==> src/hdl/awb_pkg.sv <==
// ----------------------------------------------------------------------------
// awb_pkg: shared constants, types and helpers for the affine warp unit
// Sizes of the frame store, fixed-point layout, register indexes and the
// struct that passes between the front and back parts.
// ----------------------------------------------------------------------------
package awb_pkg;

   localparam int SrcMaxWidth  = 256;
   localparam int SrcMaxHeight = 256;
   localparam int Channels     = 4;
   localparam int FracBits     = 8;

   localparam int XW     = $clog2(SrcMaxWidth);
   localparam int YW     = $clog2(SrcMaxHeight);
   localparam int AddrW  = XW + YW;
   localparam int Depth  = SrcMaxWidth * SrcMaxHeight;
   localparam int WgtW   = 2 * FracBits + 1;
   localparam int AccW   = WgtW + 10;
   // integer part of a source position: 48-bit Q32.16 leaves 32 bits, clipped
   localparam int IpW    = 20;

   localparam int CoordW = 12;
   localparam int PixW   = 32;
   localparam int CsrIdxW = 3;
   localparam int CsrW    = 33;

   typedef enum logic [CsrIdxW-1:0] {
      REG_INV_XX = 3'd0, REG_INV_XY = 3'd1, REG_INV_XT = 3'd2,
      REG_INV_YX = 3'd3, REG_INV_YY = 3'd4, REG_INV_YT = 3'd5,
      REG_SOURCE_SIZE = 3'd6, REG_BORDER_CONTROL = 3'd7
   } csr_idx_type;

   typedef enum logic {OP_WRITE = 1'b0, OP_READ = 1'b1} op_type;

   // one classified item in the queue between front and back
   typedef struct packed {
      logic              is_read;
      logic [AddrW-1:0]  waddr;
      logic              wen;
      logic [PixW-1:0]   wdata;
      logic [AddrW-1:0]  addr00;
      logic [AddrW-1:0]  addr10;
      logic [AddrW-1:0]  addr01;
      logic [AddrW-1:0]  addr11;
      logic [3:0]        use_border;
      logic              zero_fill;
      logic [FracBits-1:0] ax;
      logic [FracBits-1:0] ay;
   } job_type;

endpackage

==> src/hdl/awb_queue.sv <==
// ----------------------------------------------------------------------------
// awb_queue: short queue between front and back
// Four entries of classified words; full stalls the front, empty idles the back.
// ----------------------------------------------------------------------------
module awb_queue (
   input  logic              clock,
   input  logic              reset,
   input  logic              push_valid,
   output logic              push_ready,
   input  awb_pkg::job_type  push_data,
   output logic              pop_valid,
   input  logic              pop_ready,
   output awb_pkg::job_type  pop_data
);
   import awb_pkg::*;

   job_type mem_ff [4];
   logic [1:0] wp_ff, rp_ff;
   logic [2:0] cnt_ff;
   logic push, pop;

   assign push_ready = (cnt_ff != 3'd4);
   assign pop_valid  = (cnt_ff != 3'd0);
   assign push = push_valid && push_ready;
   assign pop  = pop_valid && pop_ready;
   assign pop_data = mem_ff[rp_ff];

   // pointers and fill count
   always_ff @(posedge clock) begin
      if (reset) begin
         wp_ff <= '0; rp_ff <= '0; cnt_ff <= '0;
      end else begin
         if (push) wp_ff <= wp_ff + 2'd1;
         if (pop)  rp_ff <= rp_ff + 2'd1;
         cnt_ff <= cnt_ff + 3'(push) - 3'(pop);
      end
   end

   // storage
   always_ff @(posedge clock) begin
      if (push) mem_ff[wp_ff] <= push_data;
   end

endmodule

==> config.mk <==
export PLATFORM = sky130hd
export DESIGN_NAME = awb_queue
export DESIGN_NICKNAME = d
export VERILOG_FILES = /design/src/hdl/awb_pkg.sv /design/src/hdl/awb_queue.sv
export SDC_FILE = /design/constraint.sdc
export NUM_CORES = 1
export LEC_CHECK = 0
export BUFFER_PORTS_ARGS = -buffer_cell sky130_fd_sc_hd__buf_2
export CAP_MARGIN = 10
export CORE_ASPECT_RATIO = 0.8
export CORE_MARGIN = 5
export CORE_UTILIZATION = 30
export DETAILED_ROUTE_END_ITERATION = 6
export PLACE_DENSITY = 0.44
export SLEW_MARGIN = 20
export SYNTH_ARGS = -nofsm -noshare
export SYNTH_HDL_FRONTEND = slang
export SYNTH_SLANG_ARGS = --single-unit
==> constraint.sdc <==
create_clock -name clock -period 7 [get_ports clock]
set_input_delay 1.4 -clock clock [delete_from_list [all_inputs] [get_ports clock]]
set_output_delay 1.4 -clock clock [all_outputs]
set_load 0.01 [all_outputs]
==> results of run 1 <==
[stage by stage]
step / hold WS [ns] / setup slack (ns) / std cells / total power [mW] / utilization, %
6_report: 0.5158 / 2.809 / 1977 / 9.100 / 36.77
5_1_grt: 0.5469 / 2.534 / 1976 / 9.584 / 36.76
4_1_cts: 0.5196 / 2.635 / 1976 / 9.319 / 36.76
3_5_place_dp: 0.5112 / 3.163 / 1870 / 6.301 / 33.97
3_3_place_gp: 0.5050 / 3.197 / 1870 / 6.295 / 33.97
2_1_floorplan: 0.4820 / 1.582 / 754 / 5.501 / -
[placed cells by master (no fill, tap or decap), types with 7 or more instances in the layout]
cell type  count
buf_2        275
clkbuf_1      10
clkbuf_16     58
clkinv_1      18
clkinv_2       8
dfxtp_1        7
edfxtp_1     540
mux4_2       135
nor2_1         8
[worst max-delay path, delay by kind of cell, from the launching register on]
family                 cells  cell delay, ns
buffers and inverters      2            0.83
muxes                      1            0.61
DFF                        1            0.68
[cells in the mapped netlist]
master      n
nor2b_1     1
nor3_1      1
xor2_1      2
mux2_2      1
o31a_1      1
xnor2_1     1
inv_1       5
nand2_1     1
or3_1       1
nor2_1      8
edfxtp_1  540
mux4_2    135
o311ai_0    1
nand2b_1    2
dfxtp_1     9
clkbuf_1    7
fa_1        1
and2_1      5
buf_6       7
mux2i_1     1
buf_4       2
a21boi_1    1
ha_1        6
buf_2      15
[per-layer routing]
layer | vias to the layer above | track usage (%)
li1 | 3895 | -
met1 | 4695 | 14.92
met2 | 217 | 18.51
met3 | 83 | 4.866
met4 | 18 | 3.210
met5 | - | 0
[path summary, 6_finish.rpt]
path,end,startpoint,cells after the start
worst max-delay path,pop_data[81],flip-flop,3
worst min-delay path,wp_ff[1],wp_ff[1],2
worst max register to register,mem_ff[3][85],cnt_ff[1],4
worst min register to register,wp_ff[1],wp_ff[1],2
[area by class of cell]
cell class                 count  area share (%)
clock buffer                  68           6.155
clock inverter                38           1.433
sequential                   549           67.81
antenna                        1         0.01034
inverter                       5         0.07758
timing repair buffer         287           6.372
multi-input combinational    169           13.70
tap                          860           4.448
[power by group through the flow]
stage	registers [mW]	logic [mW]	clock network (mW)
floorplan	4.20	1.30	0
global placement	4.21	2.08	0
detailed placement	4.22	2.08	0
CTS	4.15	2.09	3.08
global route	4.18	2.18	3.23
finish	4.14	1.99	2.97
[registers in the layout, summed over array words and instances (netlist names), named ones only]
signal,flops
wp_ff,2
rp_ff,2
mem_ff,540
cnt_ff,3
[cells by family (layout without fill, tap and decap cells)]
| group | Yosys count | in the layout | share of synthesized area, % |
|---|---|---|---|
| buffers and inverters | 36 | 398 | 1.074 |
| and+or+nand+nor | 19 | 19 | 0.4775 |
| muxes | 137 | 137 | 15.38 |
| other | 0 | 1 | 0 |
| AOI/OAI and AO/OA | 3 | 3 | 0.1257 |
| DFF | 549 | 549 | 82.34 |
| adders and majority gates | 7 | 7 | 0.4775 |
| xor gates and xnor gates | 3 | 3 | 0.1320 |
==> impl_metrics.ini, run 1 <==
[route]
wl_met2_um = 19730
drt-total-wl_um = 42290
vias_per_cell = 4.506
met3_length_um = 3557
topRoutingLayerUsed = met5
drtIter0Drc = 439
drt-wirelength-per-cell_um = 21.39
ant_nets = 0
drc = 0
drtPass1Iterations = 6
vias = 8908
m1WireLength_um = 17960

[placement]
port-buffer-count = 275
dpl_cell_area_um2 = 22350
gp_congestion = 0.6738
dpl.hpwl_um = 24840

[clocking]
cts_tree = yes
h-tree-depth = 2
clk_latency_ns = 0.61
numCtsBuffers = 58
cts_buffer_depth = 3
numClockSinks = 549
path_clk_slew_ns = 0.06
cts_resized = 0
postCtsHoldBufs = 0
cts_setup_buffers = 0
root_buffer = clkbuf_16

[global_route]
antenna_found_initial = 12
grt-ovfl-total = 0
grt_max_degree = 136
grt_pass1_vias = 9739
grt_pass1_wl_um = 63140
track_usage_pct = 11.67

[critical_path]
path_cells = buf_4 > mux4_2 > buf_2
cp_max_fo = 34
cp-start-kind = flip-flop
crit_required_ns = 5.60
critical_path.endpoint_type = output port
critPathSlowestCell = dfxtp_4
worstPathArrival_ns = 2.79
critical_path_class = reg2out
r2r_setup_slack_ns = 4.18
max_stage_delay_ns = 0.68

[synthesis]
yosys.area.top_type = edfxtp_1
yosysSeqAreaShare_pct = 82.34
synth.top_cell.area_share_pct = 81.43
synthCells = 754
synth.top_cells.by_area = edfxtp_1, mux4_2, dfxtp_1
syn-num-nets = 900
yosys_warnings = 0
yosysUniqueCellTypes = 24
syn-cell-area_um2 = 19910
ys_seq_elements = 549
avgSynthCellArea_um2 = 26.41

[die]
core_area_um2 = 65790
fp.dieH_um = 240.4
dieArea_um2 = 71660
initial_core_util_pct = 30.27
die_w_um = 298.0
core.rowCount = 84
io_pins = 276

[power]
vdd_drop_max_mv = 0.2075
clockPowerShare_pct = 32.6
p_sw_share_pct = 26.75
power_density_nw_per_um2 = 376.2
seq_power_share_pct = 45.5
comb_power_share_pct = 21.9
power.internal_mw = 6.666
power.net_switching_mw = 2.434
p_leak_nw = 7.934

[layout]
nets = 1216
area_growth_pct = 21.48
postLayoutCellArea_um2 = 24190
fill_cells = 6038
multiInputGateArea_um2 = 3313
drive_gt1_share_pct = 45.43
final-seq-area_um2 = 16400

[run_status]
status = completed

[job]
drv_cap = 0

[worst_hold_path]
min_path_type = reg2reg

[timing]
layout_min_cycle_time_ns = 4.191
finClkSkew_ns = 0.02279
slew_headroom_pct = 35.22
rsz0062_at_grt = false
finalMaxSlewViolations = 0
timing.final.crit_share_pct = 59.87
finalSetupViolations = 0
worst_pin_slew_ns = 0.9717
setup_tns_ns = 0
hold_viol = 0
max_freq_mhz = 238.6
No activity file was read; power rests on OpenSTA's default activity.
==> run 2: changes to the inputs <==
- clock period: 7 -> 4.1 ns (I/O delays scaled with it)
==> run 2 against run 1 <==
Core utilization up 0.36 points; sequential power is 71% higher; die area did not move; power up 71%; non-clock buffer count is 25 higher; combinational power up 82%; register-to-register slack lost 2.6 ns; sequential cell count did not move; hold slack got worse by 0.066 ns; cell count rose by 1.0%.
==> impl_metrics.ini, run 2 (synthesis gave the netlist of run 1 again) <==
[die]
core.rowCount = 84
core_area_um2 = 65790
die_w_um = 298.0
dieArea_um2 = 71660
fp.dieH_um = 240.4
io_pins = 276
initial_core_util_pct = 30.27

[layout]
largest_register_ff_count = 540
fin_util_pct = 37.12
area_growth_pct = 22.66
top_regs = mem_ff: 540 flops, cnt_ff: 3 flops
nets = 1239
fill_cells = 6097
drive_gt1_share_pct = 46.83
multiInputGateArea_um2 = 3313
layout_commonest_cell = edfxtp_1
regMostFlops = mem_ff
postLayoutCellArea_um2 = 24420
final_cell_mix = edfxtp_1, buf_2, mux4_2
final-seq-area_um2 = 16400

[critical_path]
critical_path_class = reg2out
worstRegToRegCells = 11
r2r_setup_slack_ns = 1.54
cp-start-kind = flip-flop
crit_required_ns = 3.28
critical_path.endpoint_type = output port
worstPathArrival_ns = 2.44
cp_max_fo = 26
regToRegEndpoint = cnt_ff[2]
r2r_start = cnt_ff[1]

[route]
drt-wirelength-per-cell_um = 21.43
vias_per_cell = 4.517
drtIter0Drc = 418
ant_nets = 0
drt-total-wl_um = 42800
vias = 9021
drtPass1Iterations = 4
drc = 0

[clocking]
path_clk_slew_ns = 0.06
root_buffer = clkbuf_16
h-tree-depth = 2
clk_latency_ns = 0.59
postCtsHoldBufs = 0
numCtsBuffers = 56
cts_resized = 0
cts_setup_buffers = 0
numClockSinks = 549
cts_tree = yes
cts_buffer_depth = 3

[power]
clockPowerShare_pct = 31.1
power_density_nw_per_um2 = 635.6
comb_power_share_pct = 23.4
p_leak_nw = 8.051
p_sw_share_pct = 26.73
seq_power_share_pct = 45.6
vdd_drop_max_mv = 0.2842
power.internal_mw = 11.38
power.net_switching_mw = 4.150

[timing]
worst_pin_slew_ns = 0.6601
finalSetupViolations = 0
slew_headroom_pct = 55.99
holdWs_ns = 0.4499
timing.final.crit_share_pct = 79.58
setup_tns_ns = 0
rsz0062_at_grt = false
finClkSkew_ns = 0.009217
setup_ws_ns = 0.8373
hold_viol = 0
layout_min_cycle_time_ns = 3.263
max_freq_mhz = 306.5
finalMaxSlewViolations = 0

[placement]
port-buffer-count = 275
pre_cts_ws_ns = 1.159
dpl.hpwl_um = 26830
gp_congestion = 0.6673
dpl_cell_area_um2 = 22690

[run_status]
status = completed

[worst_hold_path]
holdPathEnd = mem_ff[2][82]
min_path_type = in2reg
hold_path_depth = 1
min_from = push_data[82]

[global_route]
grt_max_degree = 70
grt-ovfl-total = 0
track_usage_pct = 11.74
grt_pass1_wl_um = 63670
antenna_found_initial = 11
grt_pass1_vias = 9684

[job]
drv_cap = 0
[run 2: area by class of cell]
cell class / instances / area share (%)
multi-input combinational: 169 / 13.56
inverter: 5 / 0.07684
clock buffer: 68 / 6.009
sequential: 549 / 67.16
clock inverter: 33 / 1.081
tap: 860 / 4.405
antenna: 1 / 0.01025
timing repair buffer: 312 / 7.694
[run 2: how the worst max path moves through the flow]
| stage | cells after the start | startpoint | to |
|---|---|---|---|
| 3_3_place_gp | 11 | push_valid | cnt_ff[2] |
| 5_1_grt | 3 | flip-flop | pop_data[51] |
| 6_report | 3 | flip-flop | pop_data[22] |
| 3_5_place_dp | 11 | push_valid | cnt_ff[2] |
| 4_1_cts | 3 | flip-flop | pop_data[22] |
| 2_1_floorplan | 2 | push_valid | mem_ff[0][0] |
[run 2: power by group through the flow]
stage	clock network [mW]	registers (mW)	logic, mW
global route	5.25	7.14	3.95
finish	4.82	7.08	3.63
CTS	5.01	7.10	3.79
detailed placement	0	7.21	3.77
global placement	0	7.20	3.77
floorplan	0	7.12	2.22
[run 2: critical path, cell delays in order, from the launching register on]
cell and delay, ns:
dfxtp_4 0.77, buf_4 0.36, mux4_2 0.57, buf_2 0.17
[run 2: routing by layer]
metal | GRT usage (%) | up-vias | routed length, um
li1 | - | 3948 | -
met1 | 16.07 | 4736 | 18890
met2 | 18.02 | 237 | 19660
met3 | 4.234 | 80 | 3319
met4 | 2.997 | 20 | 801
met5 | 0 | - | 127
[run 2: through the flow]
stage	power (mW)	std cells
detailed placement	10.98	1895
global placement	10.97	1895
finish	15.53	1997
floorplan	9.339	754
global route	16.35	1997
CTS	15.89	1996
==> run 3: changes to the inputs <==
- PLACE_DENSITY: 0.44 -> 0.46
- clock period: 4.1 -> 2.8 ns (I/O delays scaled with it)
==> run 3 against run 2 <==
Clock skew is 0.0063 ns higher; hold slack got worse by 0.27 ns; sequential power grew 45%; clock power is 42% higher; critical path depth is the same; via count up 0.17%; critical endpoint is now pop_data[126].
==> impl_metrics.ini, run 3 (synthesis gave the netlist of run 1 again) <==
[timing]
finalMaxSlewViolations = 0
holdWs_ns = 0.1833
setup_ws_ns = 0.1645
slew_headroom_pct = 67.15
hold_viol = 0
finalSetupViolations = 0
layout_min_cycle_time_ns = 2.635
timing.final.crit_share_pct = 94.12
setup_tns_ns = 0
rsz0062_at_grt = false
max_freq_mhz = 379.4
finClkSkew_ns = 0.01547
worst_pin_slew_ns = 0.4928

[critical_path]
r2r_setup_slack_ns = 0.59
critPathSlowestCell = dfxtp_4
path_cells = buf_4 > mux4_2 > buf_2
worst-path-buf-inv = 2
regToRegEndpoint = cnt_ff[2]
crit_required_ns = 2.24
critical_path.endpoint_type = output port
cp-start-kind = flip-flop
worstRegToRegCells = 11
crit_end = pop_data[126]
cp_top_family = flip-flops
r2r_start = cnt_ff[1]
worst-path-stages = 3
cp_max_fo = 20
worstPathArrival_ns = 2.08
critical_path_class = reg2out
max_stage_delay_ns = 0.55

[die]
io_pins = 276
core.rowCount = 84
dieArea_um2 = 71660
core_area_um2 = 65790
die_w_um = 298.0
fp.dieH_um = 240.4
initial_core_util_pct = 30.27

[global_route]
grt_pass1_wl_um = 63440
grt-ovfl-total = 0
grt_max_degree = 63
track_usage_pct = 11.72
antenna_found_initial = 11
grt_pass1_vias = 9694

[placement]
pre_cts_ws_ns = 0.4896
port-buffer-count = 275
gp_congestion = 0.6656
dpl_cell_area_um2 = 22810
dpl.hpwl_um = 27100

[power]
vdd_drop_max_mv = 0.4990
power_mw = 22.65
p_leak_nw = 8.104
power_density_nw_per_um2 = 923.4

[layout]
top_regs = mem_ff: 540 flops, cnt_ff: 3 flops
layout_commonest_cell = edfxtp_1
fill_cells = 6036
final-seq-area_um2 = 16400
postLayoutCellArea_um2 = 24530
largest_register_ff_count = 540
multiInputGateArea_um2 = 3313
drive_gt1_share_pct = 46.75
final_cell_mix = edfxtp_1, buf_2, mux4_2
regMostFlops = mem_ff
area_growth_pct = 23.20
nets = 1249

[route]
vias_per_cell = 4.509
drt-total-wl_um = 42610
drtPass1Iterations = 4
ant_nets = 0
drt-wirelength-per-cell_um = 21.26
vias = 9036
drc = 0
drtIter0Drc = 481

[clocking]
numCtsBuffers = 55
cts_tree = yes
path_clk_slew_ns = 0.06
h-tree-depth = 2
cts_buffer_depth = 3
clk_latency_ns = 0.59
root_buffer = clkbuf_16
numClockSinks = 549

[job]
drv_cap = 0

[worst_hold_path]
min_path_type = in2reg

[run_status]
status = completed
==> run 3: cell types whose count changed in the layout (fill, tap and decap cells not counted) <==
| cell | previous run | this run |
|---|---|---|
| buf_12 | 18 | 25 |
| buf_4 | 19 | 23 |
| bufinv_16 | 4 | 3 |
| clkbuf_1 | 11 | 8 |
| clkinv_1 | 12 | 18 |
| clkinv_2 | 12 | 6 |
| clkinv_4 | 0 | 1 |
| clkinvlp_4 | 4 | 0 |
| diode_2 | 1 | 4 |
==> run 3: layout make-up <==
cell class                 count  share of cell area [%]
sequential                   549                   66.86
multi-input combinational    169                   13.51
timing repair buffer         323                   8.354
clock buffer                  65                   5.937
tap                          860                   4.386
clock inverter                29                  0.8364
inverter                       5                 0.07650
antenna                        4                 0.04080
==> run 3: report_power, final <==
| group | switching [mW] | internal, mW | leakage (nW) |
|---|---|---|---|
| registers | 0.225 | 10.1 | 5.02 |
| clock network | 2.91 | 3.94 | 0.815 |
| logic | 2.89 | 2.63 | 2.27 |
| total | 6.02 | 16.6 | 8.10 |
==> run 3: worst register-to-register path: stages, from the launching register on <==
cell and delay (ns):
dfxtp_1 0.45, nor2_1 0.10, a21boi_1 0.19, inv_1 0.06, ha_1 0.28, inv_1 0.05
ha_1 0.13, inv_1 0.05, fa_1 0.39, xor2_1 0.16, and2_1 0.16, nor3_1 0.11
==> run 3: repair_timing <==
item,4_1_cts,5_1_grt
buffers inserted,3,0
hold endpoints to repair,0,0
setup endpoints to repair,134,0
gates resized for setup,0,0
hold buffers,0,0
==> run 3: layer usage <==
layer	global-route usage, %	part of all wire, %
met4	3.054	1.8
met1	15.82	44
met5	0	0.24
met2	18.08	46
met3	4.406	8.3
==> run 3: worst min path at each step <==
stage / to / slack, ns / cells past startpoint / startpoint
2_1_floorplan: wp_ff[1] / 0.48 / 2 / wp_ff[1]
5_1_grt: mem_ff[2][51] / 0.14 / 1 / push_data[51]
6_report: mem_ff[3][86] / 0.18 / 1 / push_data[86]
4_1_cts: mem_ff[0][51] / 0.12 / 1 / push_data[51]
3_5_place_dp: wp_ff[1] / 0.52 / 2 / wp_ff[1]
3_3_place_gp: wp_ff[1] / 0.50 / 2 / wp_ff[1]
==> run 3: stage by stage <==
stage / instances / utilization (%)
global route: 2000 / 37.27
global placement: 1903 / 34.67
floorplan: 754 / -
detailed placement: 1903 / 34.67
finish: 2004 / 37.29
CTS: 2000 / 37.27
